### config.mk
export PLATFORM = sky130hd
export DESIGN_NAME = software_timer_table_unit
export DESIGN_NICKNAME = d
export VERILOG_FILES = /design/src/hw/rtl/stt_pkg.sv /design/src/hw/rtl/software_timer_table_unit.sv /design/src/hw/rtl/stt_table.sv
export SDC_FILE = /design/constraint.sdc
export NUM_CORES = 1
export LEC_CHECK = 0
export BUFFER_PORTS_ARGS = -buffer_cell sky130_fd_sc_hd__buf_2
export CORE_UTILIZATION = 44
export CTS_CLUSTER_SIZE = 8
export DETAILED_ROUTE_END_ITERATION = 10
export REMOVE_ABC_BUFFERS = 1
export SLEW_MARGIN = 20
export SYNTH_ARGS = -nofsm -noshare
export SYNTH_HDL_FRONTEND = slang
export SYNTH_HIERARCHICAL = 1
export SYNTH_SLANG_ARGS = --single-unit
### constraint.sdc
create_clock -name i_clk -period 4.8 [get_ports i_clk]
set_input_delay 0.96 -clock i_clk [delete_from_list [all_inputs] [get_ports i_clk]]
set_output_delay 0.96 -clock i_clk [all_outputs]
set_load 0.02 [all_outputs]
### src/hw/rtl/stt_pkg.sv
// Shared types and request codes for the software timer table.
package stt_pkg;

    localparam int ID_W       = 8;
    localparam int DEADLINE_W = 16;
    localparam int TIMEOUT_W  = 16;
    localparam int REQ_W      = 2;

    localparam logic [REQ_W-1:0] REQ_CREATE = 2'd0;
    localparam logic [REQ_W-1:0] REQ_UPDATE = 2'd1;
    localparam logic [REQ_W-1:0] REQ_DELETE = 2'd2;
    localparam logic [REQ_W-1:0] REQ_TICK   = 2'd3;

    typedef struct packed {
        logic [ID_W-1:0]       id;
        logic [DEADLINE_W-1:0] deadline;
        logic                  armed;
    } t_entry;

endpackage

### src/hw/rtl/software_timer_table_unit.sv
// Top level of the software timer table: request sequencer, slot scan and pending flags.
// A request beat is accepted in idle; the scan then reads one slot per cycle through the single
// table port, evaluates each slot after its registered read, claims a free slot for a create
// and finishes; an early create or update match ends the scan sooner.
// A new request beat is taken only after the result beat of the last one has been taken.
// Reset (synchronous, active low) frees every slot and clears the tick count and flags.
module software_timer_table_unit #(
    parameter int NUM_TIMERS = 8
) (
    input  logic                          i_clk,
    input  logic                          i_rst_n,
    input  logic                          i_valid,
    output logic                          o_stall,
    input  logic [stt_pkg::REQ_W-1:0]     i_req_type,
    input  logic [stt_pkg::ID_W-1:0]      i_msg_id,
    input  logic [stt_pkg::TIMEOUT_W-1:0] i_timeout_ticks,
    output logic                          o_valid,
    input  logic                          i_stall,
    output logic                          o_ok,
    output logic [stt_pkg::ID_W-1:0]      o_pending_flags
);
    import stt_pkg::*;

    // Slot index width and a scan counter wide enough to hold the slot count itself.
    localparam int IDX_W = (NUM_TIMERS > 1) ? $clog2(NUM_TIMERS) : 1;
    localparam int CNT_W = $clog2(NUM_TIMERS + 1);

    localparam logic [1:0] S_IDLE = 2'd0;
    localparam logic [1:0] S_SCAN = 2'd1;
    localparam logic [1:0] S_OUT  = 2'd2;

    logic [1:0]            r_state, n_state;
    logic [CNT_W-1:0]      r_idx, n_idx;
    logic                  r_pend, n_pend;
    logic [IDX_W-1:0]      r_pend_idx, n_pend_idx;
    logic                  r_free_found, n_free_found;
    logic [IDX_W-1:0]      r_free_idx, n_free_idx;
    logic                  r_ok, n_ok;
    logic [ID_W-1:0]       r_flags, n_flags;
    logic [DEADLINE_W-1:0] r_tick, n_tick;
    logic [REQ_W-1:0]      r_type, n_type;
    logic [ID_W-1:0]       r_id, n_id;
    logic [TIMEOUT_W-1:0]  r_timeout, n_timeout;

    logic                  rd_en;
    logic [IDX_W-1:0]      rd_addr;
    t_entry                rd_entry;
    logic                  wr_en;
    logic [IDX_W-1:0]      wr_addr;
    t_entry                wr_entry;
    t_entry                arm_entry;
    logic                  id_match;
    logic                  is_arm_req;

    stt_table #(
        .NUM_TIMERS (NUM_TIMERS),
        .IDX_W      (IDX_W)
    ) u_table (
        .i_clk      (i_clk),
        .i_rst_n    (i_rst_n),
        .i_rd_en    (rd_en),
        .i_rd_addr  (rd_addr),
        .o_rd_entry (rd_entry),
        .i_wr_en    (wr_en),
        .i_wr_addr  (wr_addr),
        .i_wr_entry (wr_entry)
    );

    // The deadline adder forms the deadline of an armed slot from the captured
    // tick count and timeout; the sum wraps at 2^16.
    always_comb begin
        arm_entry.id       = r_id;
        arm_entry.deadline = r_timeout + r_tick;
        arm_entry.armed    = 1'b1;
    end

    assign id_match   = (rd_entry.id == r_id);
    assign is_arm_req = (r_type == REQ_CREATE) || (r_type == REQ_UPDATE);

    // Sequencer. A request is captured in idle; the scan then issues one slot read
    // per cycle and evaluates the slot read in the previous cycle, so a write always
    // targets a slot other than the one being read. Update and create stop at the
    // first matching slot. Create also remembers the first free slot seen and arms
    // it once the whole table has been checked without a match.
    always_comb begin
        n_state      = r_state;
        n_idx        = r_idx;
        n_pend       = 1'b0;
        n_pend_idx   = r_pend_idx;
        n_free_found = r_free_found;
        n_free_idx   = r_free_idx;
        n_ok         = r_ok;
        n_flags      = r_flags;
        n_tick       = r_tick;
        n_type       = r_type;
        n_id         = r_id;
        n_timeout    = r_timeout;
        rd_en        = 1'b0;
        rd_addr      = r_idx[IDX_W-1:0];
        wr_en        = 1'b0;
        wr_addr      = r_pend_idx;
        wr_entry     = arm_entry;

        unique case (r_state)
            S_IDLE: begin
                if (i_valid) begin
                    n_type       = i_req_type;
                    n_id         = i_msg_id;
                    n_timeout    = i_timeout_ticks;
                    n_idx        = '0;
                    n_free_found = 1'b0;
                    n_ok         = 1'b0;
                    // A tick advances the count before the slots are compared with it.
                    if (i_req_type == REQ_TICK) begin
                        n_tick = r_tick + 1'b1;
                    end
                    n_state = S_SCAN;
                end
            end
            S_SCAN: begin
                if (r_idx < CNT_W'(NUM_TIMERS)) begin
                    rd_en      = 1'b1;
                    n_idx      = CNT_W'(r_idx + 1'b1);
                    n_pend     = 1'b1;
                    n_pend_idx = r_idx[IDX_W-1:0];
                end

                if (r_pend) begin
                    case (r_type) inside
                        REQ_CREATE, REQ_UPDATE: begin
                            if (id_match) begin
                                wr_en   = 1'b1;
                                n_flags = r_flags & ~r_id;
                                n_ok    = 1'b1;
                                n_state = S_OUT;
                            end else if (r_type == REQ_CREATE && rd_entry.id == '0
                                         && !r_free_found) begin
                                n_free_found = 1'b1;
                                n_free_idx   = r_pend_idx;
                            end
                        end
                        REQ_DELETE: begin
                            if (id_match) begin
                                wr_en    = 1'b1;
                                wr_entry = '0;
                                n_flags  = r_flags & ~r_id;
                            end
                        end
                        default: begin
                            if (rd_entry.id != '0 && rd_entry.armed
                                && rd_entry.deadline == r_tick) begin
                                wr_en          = 1'b1;
                                wr_entry       = rd_entry;
                                wr_entry.armed = 1'b0;
                                n_flags        = r_flags | rd_entry.id;
                            end
                        end
                    endcase
                end else if (r_idx == CNT_W'(NUM_TIMERS)) begin
                    // Every slot has been evaluated: claim the free slot for a create.
                    if (is_arm_req && r_type == REQ_CREATE && r_free_found) begin
                        wr_en   = 1'b1;
                        wr_addr = r_free_idx;
                        n_flags = r_flags & ~r_id;
                        n_ok    = 1'b1;
                    end
                    n_state = S_OUT;
                end
            end
            S_OUT: begin
                if (!i_stall) begin
                    n_state = S_IDLE;
                end
            end
            default: begin
                n_state = S_IDLE;
            end
        endcase
    end

    always_ff @(posedge i_clk) begin
        if (!i_rst_n) begin
            r_state      <= S_IDLE;
            r_idx        <= '0;
            r_pend       <= 1'b0;
            r_free_found <= 1'b0;
            r_ok         <= 1'b0;
            r_flags      <= '0;
            r_tick       <= '0;
        end else begin
            r_state      <= n_state;
            r_idx        <= n_idx;
            r_pend       <= n_pend;
            r_free_found <= n_free_found;
            r_ok         <= n_ok;
            r_flags      <= n_flags;
            r_tick       <= n_tick;
        end
    end

    // Request payload and the pending and free slot indices carry no reset.
    always_ff @(posedge i_clk) begin
        r_pend_idx <= n_pend_idx;
        r_free_idx <= n_free_idx;
        r_type     <= n_type;
        r_id       <= n_id;
        r_timeout  <= n_timeout;
    end

    // The block takes a new request beat only when idle; the result beat is held
    // in the status and flag registers until the downstream side takes it.
    assign o_stall         = (r_state != S_IDLE);
    assign o_valid         = (r_state == S_OUT);
    assign o_ok            = r_ok;
    assign o_pending_flags = r_flags;

endmodule

### src/hw/rtl/stt_table.sv
// Slot storage for the timer table: one memory with a registered read and per-slot valid bits.
module stt_table #(
    parameter int NUM_TIMERS = 8,
    parameter int IDX_W      = 3
) (
    input  logic              i_clk,
    input  logic              i_rst_n,
    input  logic              i_rd_en,
    input  logic [IDX_W-1:0]  i_rd_addr,
    output stt_pkg::t_entry   o_rd_entry,
    input  logic              i_wr_en,
    input  logic [IDX_W-1:0]  i_wr_addr,
    input  stt_pkg::t_entry   i_wr_entry
);
    import stt_pkg::*;

    t_entry                  r_mem [NUM_TIMERS];
    logic [NUM_TIMERS-1:0]   r_vld;
    t_entry                  r_rd_data;
    logic                    r_rd_vld;

    // A slot that was never written reads as a free, disarmed entry.
    always_ff @(posedge i_clk) begin
        if (!i_rst_n) begin
            r_vld    <= '0;
            r_rd_vld <= 1'b0;
        end else begin
            if (i_wr_en) begin
                r_vld[i_wr_addr] <= 1'b1;
            end
            if (i_rd_en) begin
                r_rd_vld <= r_vld[i_rd_addr];
            end
        end
    end

    always_ff @(posedge i_clk) begin
        if (i_wr_en) begin
            r_mem[i_wr_addr] <= i_wr_entry;
        end
        if (i_rd_en) begin
            r_rd_data <= r_mem[i_rd_addr];
        end
    end

    assign o_rd_entry = r_rd_vld ? r_rd_data : '0;

endmodule
==> metrics.csv <==
metric;value;unit
residual overflow from global routing;0;
kind of end point of the critical path;register;
RSZ-0062 raised after global routing;false;
remaining design rule violation count;0;
Cell Rows;62;
post-layout power;5990;uW
Final HPWL DP;17.9;mm
commonest cells after routing, fill and taps aside;sky130_fd_sc_hd__edfxtp_1, sky130_fd_sc_hd__and2_1, sky130_fd_sc_hd__clkbuf_16;
fraction of power consumed by combinational cells;0.048;
number of buffers inserted by port buffering;40;
First-pass DRT Iterations;5;
final setup skew;0.0238;ns
final std cell area, no fill;14900;sq um
critical path arrival;4.10;ns
antenna violations before repair;0;
most common library cell in the layout ignoring fill and taps;sky130_fd_sc_hd__edfxtp_1;
Min-Delay Startpoint;r_pend_idx[1]$_DFFE_PP_;
slowest cell on the critical path;sky130_fd_sc_hd__dfxtp_1;
switching power total;1290;uW
CTS sink cnt;299;
effective utilization at floorplan;0.449;
worst IR drop on VDD;0.272;mV
placed cell areas;13600;sq um
per-instance average area after synthesis;15.9;sq um
# Max-Cap Violations;0;
synthesized area;12900;sq um
worst hold-check path type;register to register;
predominant post-synthesis flop cell;sky130_fd_sc_hd__edfxtp_1;
count of pins over their slew limit;0;
total number of yosys warnings;6;
CTS Root Cell;sky130_fd_sc_hd__clkbuf_16;
die outline height;173;um
post-CTS setup buffer count;0;
final antenna diode count;0;
portion of total power attributed to the clock network;0.464;
Async SR Flop Fraction;0;
# resized after CTS;0;
maximum number of pins on one net before global-route repair;56;
critical path start-end classification;register to register;
Synth Area in Adders;0.0190;
post-synthesis register bit count;299;
Final ANT Viol Nets;0;
cell count after synthesis;814;
sequential cell area;8560;sq um
CTS H-Tree Depth;2;
first-pass GRT wire length;44.3;mm
Synth Area in Compound Gates;0.0590;
Clock Latency Late Sink;0.55;ns
number of vias per cell;5.52;
leakage;0.00510;uW
portion of total power attributed to sequential cells;0.487;
clock transition at the registers of the reported paths;0.05;ns
width of the die;173;um
origin of the worst setup path;u_table/r_rd_vld$_SDFFE_PN0P_;
slew at the pin closest to its max-slew limit;1.11;ns
Die Footprint;30100;sq um
final worst path period need;3.87;ns
Post-CTS Hold Buffers;0;
via count of the first global-routing pass;7324;
CP cell instances;and2_1, xnor2_1, nand4_1, nor2_1, a21o_1, inv_1, nand3_1, nand2_1, nor2_2, buf_12;
power density of the placed cells;402;nW/um^2
placeable core region;28800;sq um
total area of multi-input combinational cells;4150;sq um
filler cell count in the final layout;2365;
number of nets in the layout;934;
number of flops mapped to enable cells by yosys;257;
proportion of layout cells with a drive suffix above 1;0.185;
relative slew slack;0.254;
area growth from synthesis to layout;15.4;%
total wire length after detailed routing;28.7;mm
placer congestion estimate;0.845;
portion of the clock cycle consumed by the worst path in the final layout;0.806;
Crit path required time;5.03;ns
mux contribution to synthesized area;0.127;
number of placed I/O pins;41;
XOR/XNOR share of the synthesized area;0.0339;
simple logic cell fraction of the synthesized area;0.0793;
Iteration-0 DRC Markers;690;
run status;completed;
combinational family with the most area after synthesis;multiplexers;
cell internal power dissipation;4700;uW
Inserted Clock Buffers;43;
number of hold-slack violations in the final timing report;0;
sequential area share after synthesis;0.662;
maximum fanout along the worst path;26;
Routed wire per std cell;22.0;um
Switching Fraction;0.216;
clock tree from TritonCTS;yes;
worst flop-to-flop path startpoint;u_table/r_rd_vld$_SDFFE_PN0P_;
final-report setup violation count;0;
Synth cell types;63;
global-route total usage across every layer;0.195;
CP max stage delay;0.85;ns
Achievable Freq;259;MHz
clock buffer depth;3;
critical path startpoint category;register;
vias after detailed routing;7194;
[sequential cells by signal, summed over array words and instances (netlist names), 2 cells and up]
name               cells
o_pending_flags        8
r_free_idx             3
r_id                   8
r_idx                  4
r_pend_idx             3
r_state                2
r_tick                16
r_timeout             16
r_type                 2
u_table/r_mem        200
u_table/r_rd_data     25
u_table/r_vld          8
[cells in the mapped netlist (6+ instances only)]
master	number	area share
sky130_fd_sc_hd__edfxtp_1	257	0.60
sky130_fd_sc_hd__and2_1	43	0.021
sky130_fd_sc_hd__dfxtp_1	42	0.065
sky130_fd_sc_hd__nand2_1	39	0.011
sky130_fd_sc_hd__xnor2_1	37	0.025
sky130_fd_sc_hd__a21oi_1	35	0.014
sky130_fd_sc_hd__mux4_1	33	0.067
sky130_fd_sc_hd__o21ai_0	32	0.012
sky130_fd_sc_hd__nor2_1	31	0.0090
sky130_fd_sc_hd__mux2_2	28	0.024
sky130_fd_sc_hd__clkbuf_1	19	0.0055
sky130_fd_sc_hd__ha_1	18	0.017
sky130_fd_sc_hd__inv_1	18	0.0052
sky130_fd_sc_hd__mux4_2	18	0.031
sky130_fd_sc_hd__nand3_1	18	0.0070
sky130_fd_sc_hd__nand4_1	13	0.0063
sky130_fd_sc_hd__xor2_1	13	0.0088
sky130_fd_sc_hd__o21a_1	12	0.0070
sky130_fd_sc_hd__nor2b_1	9	0.0044
sky130_fd_sc_hd__nor3_1	9	0.0035
sky130_fd_sc_hd__a21o_1	7	0.0041
sky130_fd_sc_hd__buf_6	6	0.0052
[worst max-delay path: cells and delay by family, from the launching register on]
kind | cells | cell delay (ns)
AO/OA/AOI/OAI | 1 | 0.21
XOR/XNOR | 1 | 0.15
buffers and inverters | 2 | 0.41
flip-flops | 1 | 0.85
AND/OR/NAND/NOR | 6 | 1.90
[metal layers]
layer | GRT usage | routed length (um) | share of wire | vias to the layer above
met2 | 0.306 | 13300 | 0.46 | 235
met5 | 0 | 0 | 0 | -
met4 | 0.0586 | 586 | 0.020 | 0
met3 | 0.0325 | 1580 | 0.055 | 35
li1 | - | - | - | 3320
met1 | 0.280 | 13200 | 0.46 | 3604
[cell type report]
class                   instances  share of cell area
clock inverters                 4             0.00571
inverters                      19             0.00478
flip-flops and latches        299               0.574
well taps                     384              0.0322
clock buffers                  76              0.0805
repair buffers                 58              0.0242
multi-input cells             464               0.278
[cells by family (layout without fill, tap and decap cells)]
| kind of cell | count (synthesis) | count (layout) |
|---|---|---|
| multiplexers | 84 | 84 |
| flip-flops | 299 | 299 |
| AND/OR/NAND/NOR | 189 | 189 |
| adder cells (fa/ha/maj) | 19 | 19 |
| buffers and inverters | 51 | 157 |
| AO/OA/AOI/OAI | 122 | 122 |
| XOR/XNOR | 50 | 50 |
[metrics by stage]
stage	util	TNS (ns)	cells	hold WS [ns]	setup WS [ns]
2_1_floorplan	-	-31.61	782	0.420	-0.666
3_3_place_gp	0.473	0	1224	0.429	1.09
3_5_place_dp	0.473	0	1224	0.433	1.00
4_1_cts	0.518	0	1304	0.445	0.948
5_1_grt	0.518	0	1304	0.462	0.702
6_report	0.518	0	1304	0.446	0.932
[power groups by stage]
stage                     Clock, uW  Combinational [uW]  Sequential [uW]
after global routing           2960                 318             2920
final                          2780                 290             2920
after floorplan                   0                 186             2960
after detailed placement          0                 291             2970
after CTS                      2850                 293             2920
after global placement            0                 288             2970
[worst paths after layout]
path / to / slack (ns) / depth (start not counted)
setup reg to reg: u_table/r_mem[6][5]$_DFFE_PP_ / 0.93 / 10
hold / removal: r_free_idx[1]$_DFFE_PP_ / 0.45 / 0
setup / recovery: u_table/r_mem[6][5]$_DFFE_PP_ / 0.93 / 10
hold reg to reg: r_free_idx[1]$_DFFE_PP_ / 0.45 / 0
Note: power is estimated with default switching activity, not from simulation.
